## src/rtl/ebra_pkg.sv

```systemverilog
// Shared constants and types for the event burst rate alarm.
// No dependencies; every other file uses it by scoped names.
package ebra_pkg;

  localparam int MAX_COUNT  = 64;
  localparam int TIME_BITS  = 48;
  localparam int CNT_W      = 7;
  localparam int WIN_W      = 32;
  localparam int CFG_IDX_W  = 2;
  localparam int CFG_DATA_W = 32;

  localparam int CELLS   = MAX_COUNT;
  localparam int SAT_W   = $clog2(MAX_COUNT + 1);
  localparam int N_W     = (CNT_W > SAT_W) ? CNT_W : SAT_W;
  localparam int CMP_W   = (TIME_BITS > WIN_W) ? TIME_BITS : WIN_W;

  localparam logic [CFG_IDX_W-1:0] REG_COUNT_THRESHOLD = 2'd0;
  localparam logic [CFG_IDX_W-1:0] REG_TIME_WINDOW     = 2'd1;
  localparam logic [CFG_IDX_W-1:0] REG_REPORT_ENABLE   = 2'd2;

  typedef logic [TIME_BITS-1:0] time_t;

  typedef struct packed {
    logic  alarm;
    time_t oldest_time;
  } result_t;

  typedef struct packed {
    logic clear;
    logic shift;
    logic insert;
  } cell_ctrl_t;

endpackage

```

## src/rtl/ebra_if.sv

```systemverilog


interface ebra_res_if;
  logic               valid;
  logic               ready;
  logic               alarm;
  ebra_pkg::time_t    oldest_time;

  modport source (output valid, output alarm, output oldest_time, input ready);
  modport sink   (input valid, input alarm, input oldest_time, output ready);
endinterface

```

## src/rtl/ebra_out_buf.sv

```systemverilog
// Two-entry output buffer (output register plus skid) for result beats.
// Depends on ebra_pkg and ebra_res_if.
module ebra_out_buf (
  input  logic              clk,
  input  logic              rst,
  input  logic              push,
  input  ebra_pkg::result_t push_data,
  output logic              can_push,
  ebra_res_if.source        res
);

  logic              out_valid;
  ebra_pkg::result_t out_data;
  logic              skid_valid;
  ebra_pkg::result_t skid_data;

  assign can_push        = !skid_valid;
  assign res.valid       = out_valid;
  assign res.alarm       = out_data.alarm;
  assign res.oldest_time = out_data.oldest_time;

  always_ff @(posedge clk) begin
    if (rst) begin
      out_valid  <= 1'b0;
      skid_valid <= 1'b0;
    end else if (!out_valid || res.ready) begin
      if (skid_valid) begin
        out_valid  <= 1'b1;
        skid_valid <= 1'b0;
      end else begin
        out_valid <= push;
      end
    end else if (push) begin
      skid_valid <= 1'b1;
    end
  end

  always_ff @(posedge clk) begin
    if (!out_valid || res.ready) begin
      out_data <= skid_valid ? skid_data : push_data;
    end else if (push) begin
      skid_data <= push_data;
    end
  end

endmodule

```

## src/flat_wrapper.sv

```systemverilog
// flat-port wrapper written by rule: the top's interface ports become plain ports
module ebra_out_buf_flat 
  (clk, rst, push, push_data, can_push, res_valid, res_alarm, res_oldest_time, res_ready);
  ebra_res_if res_i ();
  input  logic clk;
  input  logic rst;
  input  logic push;
  input  ebra_pkg::result_t push_data;
  output logic can_push;
  output wire logic [$bits(res_i.valid)-1:0] res_valid;
  output wire logic [$bits(res_i.alarm)-1:0] res_alarm;
  output wire logic [$bits(res_i.oldest_time)-1:0] res_oldest_time;
  input wire logic [$bits(res_i.ready)-1:0] res_ready;
  assign res_valid = res_i.valid;
  assign res_alarm = res_i.alarm;
  assign res_oldest_time = res_i.oldest_time;
  assign res_i.ready = res_ready;
  ebra_out_buf u_core (.clk(clk), .rst(rst), .push(push), .push_data(push_data), .can_push(can_push), .res(res_i));
endmodule
```

## config.mk

```make
export PLATFORM = sky130hd
export DESIGN_NAME = ebra_out_buf_flat
export DESIGN_NICKNAME = d
export VERILOG_FILES = /design/src/rtl/ebra_pkg.sv /design/src/rtl/ebra_if.sv /design/src/rtl/ebra_out_buf.sv /design/src/flat_wrapper.sv
export SDC_FILE = /design/constraint.sdc
export NUM_CORES = 1
export LEC_CHECK = 0
export ABC_AREA = 1
export BUFFER_PORTS_ARGS = -buffer_cell sky130_fd_sc_hd__buf_2
export CAP_MARGIN = 20
export CORE_MARGIN = 1.5
export CORE_UTILIZATION = 44
export CTS_BUF_LIST = sky130_fd_sc_hd__clkbuf_8
export CTS_CLUSTER_DIAMETER = 60
export DETAILED_ROUTE_END_ITERATION = 16
export GPL_TIMING_DRIVEN = 0
export PLACE_DENSITY = 0.76
export SETUP_SLACK_MARGIN = 0.4
export SYNTH_ARGS = -nofsm -noshare
export SYNTH_HDL_FRONTEND = slang
export SYNTH_SLANG_ARGS = --single-unit
```

## constraint.sdc

```tcl
create_clock -name clk -period 4.7 [get_ports clk]
set_clock_uncertainty 0.05 [all_clocks]
set_input_delay 0.47 -clock clk [delete_from_list [all_inputs] [get_ports clk]]
set_output_delay 0.47 -clock clk [all_outputs]
set_load 0.01 [all_outputs]
```

After elaboration in Yosys (flattened, before gate mapping). Index checks and enable logic that the tools add are counted.

Mux-type cells: 2. Bitwise logic cells: 1. Reduce and logical (&&, ||, !) cells: 5.

Operator list (number): $mux 49 (1); $logic_not 1->1 (2); $reduce_and 2->1 (1); $reduce_or 2->1 (1); $logic_or 1x1->1 (1); $mux 1 (1); $not 1->1 (1).

Bits in registers: 100. Bits of input ports: 53. Output and inout port bits: 51. Word-level logic and storage cells: 14.

Depth between registers and ports, before layout.
Word-level depth: 4. Mapped depth: 5. Gate-level depth less buffers: 3.

Worst setup path after synthesis. Ideal clock, no wire load.

Path type: input-to-reg. Start: input port res_ready. End: register u_core.skid_data[0] (netlist bit), enable pin. Library setup time: 455 ps. Arrival: 3864 ps. Data required time: 4195 ps. Setup slack: 331 ps. Cell stages on the path: 3. Buffers on the path: 0. Path through: inv_1 > nand2_1 > nor2_1.

Longest elaborated chain between the ends: 3.

Ends and longest elaborated chain: from (decl) (RTL line flat_wrapper.sv:13) `input wire logic [$bits(res_i.ready)-1:0] res_ready;`; $logic_or 1x1->1 (RTL line ebra_out_buf.sv:39) `if (!out_valid || res.ready) begin`; $not 1->1 (no line); $reduce_and 2->1 (no line); to (signal assigned) (RTL line ebra_out_buf.sv:42) `skid_data <= push_data;`; to (decl) (RTL line ebra_out_buf.sv:15) `ebra_pkg::result_t skid_data;`.

No other way between the ends. A chain may end at the register's enable or synchronous reset.

Worst setup path in the final report.
Start: register u_core.out_valid, in the netlist u_core.res.valid. End: register u_core.skid_data[16] (netlist bit), enable pin.

Longest elaborated chain between the ends: 4.

Ends and longest elaborated chain: from (decl) (RTL line ebra_out_buf.sv:12) `logic out_valid;`; from (signal assigned) (RTL line ebra_out_buf.sv:31) `out_valid <= push;`; $logic_not 1->1 (RTL line ebra_out_buf.sv:39); $logic_or 1x1->1 (RTL line ebra_out_buf.sv:39); $not 1->1 (no line); $reduce_and 2->1 (no line).

No other way between the ends.

==> summary.txt <==
Outcome
  – Outcome: complete, no violations

STA
  – Final WS setup: 2.63 ns
  – Setup-failing EPs final: 0
  – Final worst-path cycle share: 44.1%
  – Minimum clock period: 2.07 ns
  – Max-slew violation count: 0
  – Final number of hold-violating endpoints: 0
  – Rel. slew slack: 54.5%
  – Unrepaired setup endpoints after global routing: false
  – Min Hold Slack: 0.241 ns
  – Fmax achieved: 483 MHz
  – Final setup TNS: 0 ns
  – Worst slew pin tran: 0.681 ns

Synth
  – Post-Syn Area: 3690 um2
  – Synth Area in XOR/XNOR: 0%
  – Avg Cell Area, Syn: 13.8 um2
  – Synth Instances: 267
  – Compound-Gate Fraction of Synth Area: 0.238%
  – Synth Area in Adders: 0%
  – Post-synthesis mux area share: 0%
  – Largest family of logic cells by synthesized area: simple AND/OR/NAND/NOR gates
  – Net Count, Synth: 320
  – Yosys cell types: 11
  – Post-synthesis register bit count: 100
  – Synth Area in Simple Gates: 15.8%
  – Sequential share of the synthesized area: 80.9%
  – Yosys warning count: 0

Global route
  – Vias in the first global route: 2299
  – GR Overflow Total: 0
  – Global Route Usage Sum: 16.5%
  – Global-route wire length before repair: 10900 um
  – Met3 GRT Util: 3.70%
  – Initial antenna violation count: 0
  – Gr busiest metal: met2
  – Largest net degree at the start of global routing: 32
  – Met2 Use GR: 25.6%
  – GRT met1 Usage: 22.2%

Layout
  – Core Util, Final: 55.5%
  – Area grow syn2layout: 23.1%
  – Antenna Cells: 0
  – Commonest non-fill, non-tap cell in the layout: nand2_1
  – Share of layout cells above drive strength 1: 34.5%
  – Most frequent cells in the layout: nand2_1, buf_2, edfxtp_1
  – Layout Nets: 436

Routing
  – Initial DRC count: 63
  – Residual DRC: 0
  – Via count: 2282
  – Antenna Nets Post-Route: 0
  – DR vias/cell: 4.65
  – Drt total wl: 6770 um
  – Per-cell routed wire length: 13.8 um
  – Initial DRT Pass Iterations: 5

Setup path
  – Worst path max stage delay: 0.65 ns
  – CP endpoint kind: flop
  – CP required: 4.70 ns
  – CP startpoint kind: flop
  – Crit path buffers/inverters: 1
  – Setup Crit Path Kind: reg -> reg
  – Slowest cell on crit path: nor2_4
  – Crit-path cells: nand2_2, nor2_4, buf_12
  – Worst Path Arrival: 2.07 ns
  – Critical path's top delay family: simple AND/OR/NAND/NOR gates
  – CP Max Fanout: 31

Die
  – Row Count: 33
  – Chip width: 94.5 um
  – Die area: 8930 um2
  – Area of the core: 8180 um2
  – Chip height: 94.5 um
  – I/O pin count: 104
  – Initial Util: 45.1%

Pwr
  – Total power draw: 0.00163 W
  – VDD IR max: 181 uV
  – Leak: 1.97 nW
  – Power density over cell area: 360 nW/um2

Placed design
  – Pre-CTS WS: 2.28 ns
  – GP Congestion: 0.667
  – PortBufs: 103
  – Final HPWL DP: 4610 um

Clock network
  – Post-CTS Hold Buffers: 0
  – # Post-CTS Setup Buffers: 0
  – CTS Sinks: 100
  – Longest Clk Path Bufs: 2
  – Post_cts resized: 0
  – CTS clk-pin slew, worst paths: 0.08 ns
  – TritonCTS Buffers: 9
  – Htree depth: 3
  – Worst-Skew Late Latency: 0.35 ns
  – Root Buffer: clkbuf_8
  – CTS tree: yes

Hold path
  – Hold crit path type: in -> reg

Job
  – Max-cap violation count: 0
-- registers in the layout, indices dropped and copies added (netlist names) --
name                    count
u_core.skid_data           49
u_core.res.oldest_time     48
u_core.res.alarm            1
u_core.res.valid            1
u_core.skid_valid           1
-- Yosys cell counts (all sizes together) --
library cell / count / area share (%)
buf: 11 / 2.7
dfxtp: 2 / 1.1
nand2: 148 / 15
a21oi: 1 / 0.24
inv: 3 / 0.37
nor2: 3 / 0.51
nand3b: 1 / 0.20
edfxtp: 98 / 80
-- layout make-up --
cell class / count / area [um2]
clock inverters: 5 / 31.3
repair buffers: 105 / 556
plain buffers: 11 / 98.8
well taps: 105 / 131
fillers: 715 / 3640
multi-input cells: 153 / 601
inverters: 3 / 13.8
flip-flops and latches: 100 / 2980
clock buffers: 9 / 124
-- path summary, 6_finish.rpt --
kind	from	end	slack [ns]	depth (start not counted)
worst min-delay path	rst	u_core.res.valid$_SDFFE_PP0P_	0.24	2
worst max-delay path	u_core.res.valid$_SDFFE_PP0P_	u_core.skid_data[16]$_DFFE_PP_	2.63	3
worst min register to register	u_core.skid_data[43]$_DFFE_PP_	u_core.res.oldest_time[43]$_DFFE_PP_	0.47	2
worst max register to register	u_core.res.valid$_SDFFE_PP0P_	u_core.skid_data[16]$_DFFE_PP_	2.63	3
-- cells by family (layout without fill, tap and decap cells) --
family	count (synthesis)	count (layout)
buf+inv	14	133
flops	100	100
compound gates	1	1
simple gates	152	152
-- per-stage QoR --
stage                     area [um2]  instances
after floorplan                 3690        267
after global placement          4340        475
after detailed placement        4380        477
after CTS                       4540        491
after global routing            4540        491
final                           4540        491
-- power by group --
group	switching [W]	internal (W)	total, W
Clock	0.000276	0.000185	0.000461
Combinational	0.0000768	0.0000551	0.000132
Sequential	0.0000114	0.00103	0.00104
Total	0.000364	0.00127	0.00163
-- routing by layer --
metal  vias up  wire length [um]
li1       1124                 -
met5         -                 0
met4         0                98
met2        97              3290
met1      1052              2880
met3         9               505
No activity file was read; power rests on OpenSTA's default activity.
