--- src/rtl/ebra_pkg.sv ---
// Shared constants and types for the event burst rate alarm.
// No dependencies; every other file uses it by scoped names.
package ebra_pkg;

  localparam int MAX_COUNT  = 64;
  localparam int TIME_BITS  = 48;
  localparam int CNT_W      = 7;
  localparam int WIN_W      = 32;
  localparam int CFG_IDX_W  = 2;
  localparam int CFG_DATA_W = 32;

  localparam int CELLS   = MAX_COUNT;
  localparam int SAT_W   = $clog2(MAX_COUNT + 1);
  localparam int N_W     = (CNT_W > SAT_W) ? CNT_W : SAT_W;
  localparam int CMP_W   = (TIME_BITS > WIN_W) ? TIME_BITS : WIN_W;

  localparam logic [CFG_IDX_W-1:0] REG_COUNT_THRESHOLD = 2'd0;
  localparam logic [CFG_IDX_W-1:0] REG_TIME_WINDOW     = 2'd1;
  localparam logic [CFG_IDX_W-1:0] REG_REPORT_ENABLE   = 2'd2;

  typedef logic [TIME_BITS-1:0] time_t;

  typedef struct packed {
    logic  alarm;
    time_t oldest_time;
  } result_t;

  typedef struct packed {
    logic clear;
    logic shift;
    logic insert;
  } cell_ctrl_t;

endpackage

--- src/rtl/ebra_cell.sv ---
// One timestamp cell of the history chain; loads the new event or its neighbor.
// Depends on ebra_pkg.
module ebra_cell (
  input  logic                 clk,
  input  logic                 rst,
  input  ebra_pkg::cell_ctrl_t ctrl,
  input  ebra_pkg::time_t      now,
  input  ebra_pkg::time_t      from_next,
  output ebra_pkg::time_t      q
);

  always_ff @(posedge clk) begin
    if (rst) begin
      q <= '0;
    end else if (ctrl.clear) begin
      q <= '0;
    end else if (ctrl.shift) begin
      q <= ctrl.insert ? now : from_next;
    end
  end

endmodule

--- config.mk ---
export PLATFORM = sky130hd
export DESIGN_NAME = ebra_cell
export DESIGN_NICKNAME = d
export VERILOG_FILES = /design/src/rtl/ebra_pkg.sv /design/src/rtl/ebra_cell.sv
export SDC_FILE = /design/constraint.sdc
export NUM_CORES = 1
export LEC_CHECK = 0
export ABC_CLOCK_PERIOD_IN_PS = 800
export BUFFER_PORTS_ARGS = -buffer_cell sky130_fd_sc_hd__buf_4
export CAP_MARGIN = 0
export CORE_MARGIN = 4
export CORE_UTILIZATION = 29
export CTS_CLUSTER_SIZE = 10
export DETAILED_ROUTE_END_ITERATION = 10
export PLACE_DENSITY_LB_ADDON = 0.08
export SYNTH_ARGS = -nofsm -noshare
export SYNTH_HDL_FRONTEND = slang
export SYNTH_SLANG_ARGS = --single-unit
--- constraint.sdc ---
create_clock -name clk -period 0.8 [get_ports clk]
set_input_delay 0.04 -clock clk [delete_from_list [all_inputs] [get_ports clk]]
set_output_delay 0.04 -clock clk [all_outputs]
set_load 0.02 [all_outputs]
* Yosys cells after proc, flatten, opt, wreduce, memory -nomap -nowiden
Cells that the tools add are included.
** Cells by class
- Reductions and logical operators :: 1
- Muxes and demuxes :: 1
** Operators by type and width (count)
- 2-to-1 mux 48 bit :: 1
- OR reduction 2 bit :: 1
** Storage, ports and cells
- Flip-flop bits (word level) :: 48
- Input port bits :: 101

* Longest topological paths before layout
Gate-level depths: netlist of run 1.
- Word-level depth :: 1
- Depth in mapped cells :: 5
- Mapped depth without buffers :: 2

* Worst setup path before layout of run 1
Ideal clock, no wire load.
- Path type :: in2reg
- Start :: input ctrl[1] (netlist name)
- End :: register q[10]
- Arrival time :: 709 ps
- Path slack :: -46 ps
- Data required time :: 662 ps
- Library setup time :: 138 ps
- Cell stages on the path :: 4
- Cells stage by stage :: buf_2 > buf_2 > clkbuf_1 > a211oi_1
** RTL lines
- from (decl) :: RTL line ebra_cell.sv:6 : input ebra_pkg::cell_ctrl_t ctrl,
- to (signal assigned) :: RTL line ebra_cell.sv:18 : q <= ctrl.insert ? now : from_next;
- to (decl) :: RTL line ebra_cell.sv:9 : output ebra_pkg::time_t q
No word-level cell between the ends.

* Worst setup path in the final report of run 1
- Start :: register q[0]
- End :: output q[0]
No word-level cell between the ends.

==> results of run 1 <==
## timing repair
action / 4_1_cts / 5_1_grt
hold buffers: 0 / 0
endpoints found under the setup margin: 48 / 50
resized for setup: 96 / 1
buffers inserted: 3 / 2
pin swaps: 0 / 1
## where the power goes
part	internal [mW]	total (mW)	switching (mW)
combinational	0.772	1.31	0.540
sequential	2.52	2.59	0.0742
clock	0.706	1.45	0.741
## final cells by class
class	count	share of cell area [%]
repair buffers	163	39.5
flip-flops and latches	48	27.3
multi-input cells	145	27.6
well taps	99	3.31
clock buffers	8	2.40
## routing by layer
metal,part of all wire (%),vias to the layer above,routed length [um]
li1,-,1069,-
met1,41,918,2450
met2,47,86,2810
met3,11,6,652
met4,1.0,0,60
met5,0,-,0
## stage by stage
step                      hold slack [ps]  cell area, um^2  TNS [ps]  setup WS [ps]
after floorplan                       271             2160      -854          -42.7
after global placement                393             3370     -5450           -136
after detailed placement              404             3370     -6610           -173
after CTS                            69.7             3730     -76.0          -12.8
after global routing                 79.4             3750     -1010          -37.4
final                                77.3             3750         0           6.19
## kinds of logic (layout without fill, tap and decap cells)
| family | Yosys count | count (layout) | share of synthesized area, % |
|---|---|---|---|
| simple gates | 49 | 49 | 8.72 |
| compound gates | 48 | 48 | 16.9 |
| mux | 48 | 48 | 22.5 |
| flops | 48 | 48 | 44.9 |
| buf+inv | 22 | 171 | 7.02 |
## worst min-delay path by stage
stage                     slack (ps)     startpoint    end  cells past startpoint
after detailed placement         400  from_next[41]  q[41]                      3
after global routing              80   from_next[8]   q[8]                      3
after floorplan                  270  from_next[44]  q[44]                      2
after CTS                         70  from_next[41]  q[41]                      3
final                             80  from_next[41]  q[41]                      3
after global placement           390  from_next[37]  q[37]                      3
## cells in the final DEF (no fill, tap or decap)
cell / n
a211oi_2: 1
buf_12: 6
mux2i_1: 48
clkbuf_8: 6
buf_6: 48
dfxtp_2: 48
clkbuf_1: 2
or2_2: 1
a211oi_1: 47
buf_4: 109
nor2_1: 48
==> metrics, run 1 <==
status=completed; WP depth=1; met3 GRT Util=5.05%; Critical Path Sink Type=output pin; Remaining DRCs=0; Max Root-Sink Buffers=2; largest cells by area after synthesis=dfxtp_1 45%, mux2i_1 22%, a211oi_1 17%; Post-Synthesis Cells=215; vias in the first global route=1,979; Num CTS Buffers=5; unrepaired setup endpoints after global routing=true; clk root buf=clkbuf_8; final core utilization=51.9%; M2 GR Usage=21.4%; Yosys top cell area share=44.9%; Crit Path Class=flip-flop to output pin; Avg Cell Area, Syn=9.95 um^2; number of flip-flops in the largest register=48; area growth from synthesis to layout=75.2%; # H-tree levels=2; final global-route overflow total=0; Syn Nets=316; asr flop ratio synth=0%; drt total wl=5.97 mm; pin count of the biggest net entering global routing=39; minimum clock period=794 ps; Static Leak=1.76 nW; storage element area=0.00102 mm^2; Top delay family on crit path=flip-flops; worst-path fanout max=2; Starting Density=29.6%; critical path's slowest cell=dfxtp_2; first-pass GRT wire length=9.12 mm; Worst-Skew Late Latency=290 ps; Ports=149; Multi-input gate area=0.00103 mm^2; GR peak layer=met2; max cap viols=0; Post-synth EDFFs=0; CP bufs+invs=1; met1 GRT Util=15.6%; CP endpoint=q[0]; # fillers=747; Slew @ Worst Pin=182 ps; Die Span Y=93.9 um; Top reg by flops=q; DRT Pass-1 Iters=4; crit start category=flip-flop; initial antenna violation count=0; layout cells sized above 1=60.2%; via-per-instance ratio=4.49; Final Skew=0 ps; Synthesis Warnings=0; CTS tree=yes; Post-synth top cells=48 x a211oi_1, 48 x dfxtp_1, 48 x mux2i_1, 48 x nor2_1, 8 x clkbuf_1; Post-Layout Cell Count=463; Slew Limit Fails=0; VDD IR-drop max=0.615 mV; CTS Sinks=48; gpl congestion=0.653; Core Region=0.00721 mm^2; CP required=760 ps; Post-Place Cells=450; Netlist cell types=10; Diodes inserted=0; fmax=1260 MHz; R2R depth=3; count of input and output buffers=148; critical path, cell by cell=buf_6; top_reg_cell synth=dfxtp_1; FF+latch count, synth=48; pwr dens=1430 mW/mm^2; FF-to-FF setup slack=50 ps; final worst-path cycle share=99.2%; Total Power=5.35 mW; CP peak stage delay=350 ps; post-DP HPWL=4.61 mm; Total GRT Usage=13.0%; Arr. time, crit path=750 ps; worst r2r src=q[0]; Post-DRT Antenna Nets=0; Worst Hold Class=input pin to flip-flop; WL/cell=12.9 um; Final Hold Fails=0; setup violators final=0; # nets final=464; cell accounting for the most synthesized area=dfxtp_1; Rows=31; Largest regs=q x48; Die Width=93.9 um; Mapped Area=0.00214 mm^2; clock transition at the registers of the reported paths=80 ps; Slew HR=87.5%; Critical Path Start=q[0]; First DRT Iteration DRCs=16; sequential element share of the synthesized area=44.9%; Vias=2,079; Worst R2R End=q[0]; die footprint=0.00881 mm^2
(Power assumes the default switching activity.)
==> inputs of run 2 (changes only) <==
--- a/config.mk
+++ b/config.mk
@@ -9,7 +9,7 @@
 export BUFFER_PORTS_ARGS = -buffer_cell sky130_fd_sc_hd__buf_4
 export CAP_MARGIN = 0
 export CORE_MARGIN = 4
-export CORE_UTILIZATION = 29
+export CORE_UTILIZATION = 37
 export CTS_CLUSTER_SIZE = 10
 export DETAILED_ROUTE_END_ITERATION = 10
 export PLACE_DENSITY_LB_ADDON = 0.08
==> run 2 against run 1 <==
Compared with the run above: the flow now finishes with violations (negative setup slack); setup slack worse by 8.1 ps; clock power about the same; first-iteration DRC count rose to 4.9 times the previous value; die area down 20%; cell area down 1.6%; fmax down 1.0%; combinational power about the same; clock skew unchanged; cell count down 6.3%; flip-flop and latch count unchanged; sequential power about the same; register-to-register slack about the same.
==> metrics, run 2 (synthesized netlist as in run 1, its figures left out) <==
status=complete, but fails checks (was completed); Ports=149 (unchanged); worst-path fanout max=2 (unchanged); die footprint=0.00706 mm^2 (was 0.00881 mm^2); critical path's slowest cell=dfxtp_2 (unchanged); # fillers=487 (was 747); Max Root-Sink Buffers=2 (unchanged); Final Hold Fails=0 (unchanged); Slew HR=84.1% (was 87.5%); CP peak stage delay=350 ps (about the same); Worst Hold Class=input pin to flip-flop (unchanged); clock transition at the registers of the reported paths=90 ps (was 80 ps); unrepaired setup endpoints after global routing=true (unchanged); Slew @ Worst Pin=237 ps (was 182 ps); Worst-Skew Late Latency=290 ps (about the same); hold wc startpoint=from_next[36] (was from_next[41]); layout cells sized above 1=60.2% (about the same); post-DP HPWL=4.51 mm (was 4.61 mm); first-pass GRT wire length=9.87 mm (was 9.12 mm); critical path, cell by cell=buf_6 (unchanged); Vias=2,074 (was 2,079); initial antenna violation count=0 (unchanged); area growth from synthesis to layout=72.4% (was 75.2%); Crit Path Class=flip-flop to output pin (unchanged); hold endpoint=q[36] (was q[41]); number of flip-flops in the largest register=48 (unchanged); CTS tree=yes (unchanged); max cap viols=0 (unchanged); final worst-path cycle share=100% (was 99.2%); Diodes inserted=0 (unchanged); worst r2r src=q[26] (was q[0]); CP bufs+invs=1 (unchanged); VDD IR-drop max=1.10 mV (was 0.615 mV); DRT Pass-1 Iters=4 (unchanged); count of input and output buffers=148 (unchanged); Slew Limit Fails=0 (unchanged); # nets final=462 (was 464); Core Region=0.00554 mm^2 (was 0.00721 mm^2); Total GRT Usage=17.0% (was 13.0%); drt total wl=6.13 mm (was 5.97 mm); final global-route overflow total=0 (unchanged); minimum clock period=802 ps (was 794 ps); pre-CTS worst setup slack=-125 ps (was -173 ps); Worst R2R End=q[26] (was q[0]); Remaining DRCs=0 (unchanged); Die Width=84.0 um (was 93.9 um); Die Span Y=84.0 um (was 93.9 um); failing checks=negative setup slack; fmax=1250 MHz (was 1260 MHz); Static Leak=1.75 nW (was 1.76 nW); hold path cells=3 (unchanged); CP required=760 ps (about the same); WL/cell=14.1 um (was 12.9 um); CTS Sinks=48 (unchanged); FF-to-FF setup slack=50 ps (about the same); via-per-instance ratio=4.78 (was 4.49); Final Skew=0 ps (unchanged); Largest regs=q x48 (unchanged); First DRT Iteration DRCs=78 (was 16); # H-tree levels=2 (unchanged); most common cell after layout, fill and taps aside=buf_4 (unchanged); pin count of the biggest net entering global routing=51 (was 39); Top reg by flops=q (unchanged); Arr. time, crit path=760 ps (was 750 ps); Critical Path Sink Type=output pin (unchanged); Num CTS Buffers=5 (unchanged); most frequent cells in the layout=108 x buf_4, 48 x mux2i_1, 48 x nor2_1, 48 x buf_6, 48 x dfxtp_2 (was 109 x buf_4, 48 x mux2i_1, 48 x nor2_1, 48 x buf_6, 48 x dfxtp_2); Setup Total Neg Slack=-3.30 ps (was 0 ps); Post-DRT Antenna Nets=0 (unchanged); Starting Density=38.6% (was 29.6%); R2R depth=3 (unchanged); Top delay family on crit path=flip-flops (unchanged); Rows=27 (was 31); vias in the first global route=2,057 (was 1,979); Worst Setup Slack, final=-1.90 ps (was 6.19 ps); crit start category=flip-flop (unchanged); gpl congestion=0.710 (was 0.653); hold buffers post-CTS=0 (unchanged); clk root buf=clkbuf_8 (unchanged); pwr dens=1450 mW/mm^2 (was 1430 mW/mm^2); setup violators final=3 (was 0)
-- run 2: how the worst max path moves through the flow --
| stage | start | cells past startpoint | endpoint | slack [ps] |
|---|---|---|---|---|
| floorplan | ctrl[1] | 4 | q[10] | -40 |
| detailed placement | ctrl[2] | 4 | q[6] | -120 |
| global route | q[35] | 1 | q[35] | -50 |
| CTS | q[2] | 1 | q[2] | -10 |
| global placement | ctrl[2] | 4 | q[44] | -80 |
| finish | q[6] | 1 | q[6] | -2 |
-- run 2: tightest hold or removal path, stage by stage --
cell and delay [ps]:
buf_4 100, mux2i_1 110, a211oi_1 80
-- run 2: layout make-up --
type | instances | area (um^2) | area share (%)
Timing Repair Buffer | 161 | 1450 | 39.4
Tap cell | 72 | 90.1 | 2.44
Multi-Input combinational cell | 145 | 1030 | 28.0
Clock buffer | 6 | 82.6 | 2.24
Clock inverter | 2 | 10.0 | 0.271
Sequential cell | 48 | 1020 | 27.7
-- run 2: per-layer routing --
layer	part of all wire [%]	GRT usage, %
met1	39	19.1
met2	51	30.1
met3	9.3	6.32
met4	0.62	4.39
met5	0	0
-- run 2: repair_timing --
action	4_1_cts	5_1_grt
gates resized for setup	96	1
setup endpoints to repair	48	51
setup buffers	2	4
pin swaps	0	2
-- run 2: where the power goes --
group	internal, mW	switching [mW]	total [mW]
sequential	2.52	0.0748	2.59
clock	0.690	0.754	1.44
combinational	0.758	0.547	1.30
-- run 2: through the flow --
| step | cells | cell area, um^2 | hold slack, ps | power [mW] | utilization, % |
|---|---|---|---|---|---|
| finish | 434 | 3690 | 77.7 | 5.34 | 66.6 |
| global route | 434 | 3690 | 77.3 | 5.62 | 66.6 |
| CTS | 430 | 3650 | 72.9 | 5.38 | 65.9 |
| detailed placement | 420 | 3300 | 400 | 3.83 | 59.6 |
| global placement | 420 | 3300 | 393 | 3.82 | 59.6 |
| floorplan | 215 | 2160 | 271 | 3.21 | - |
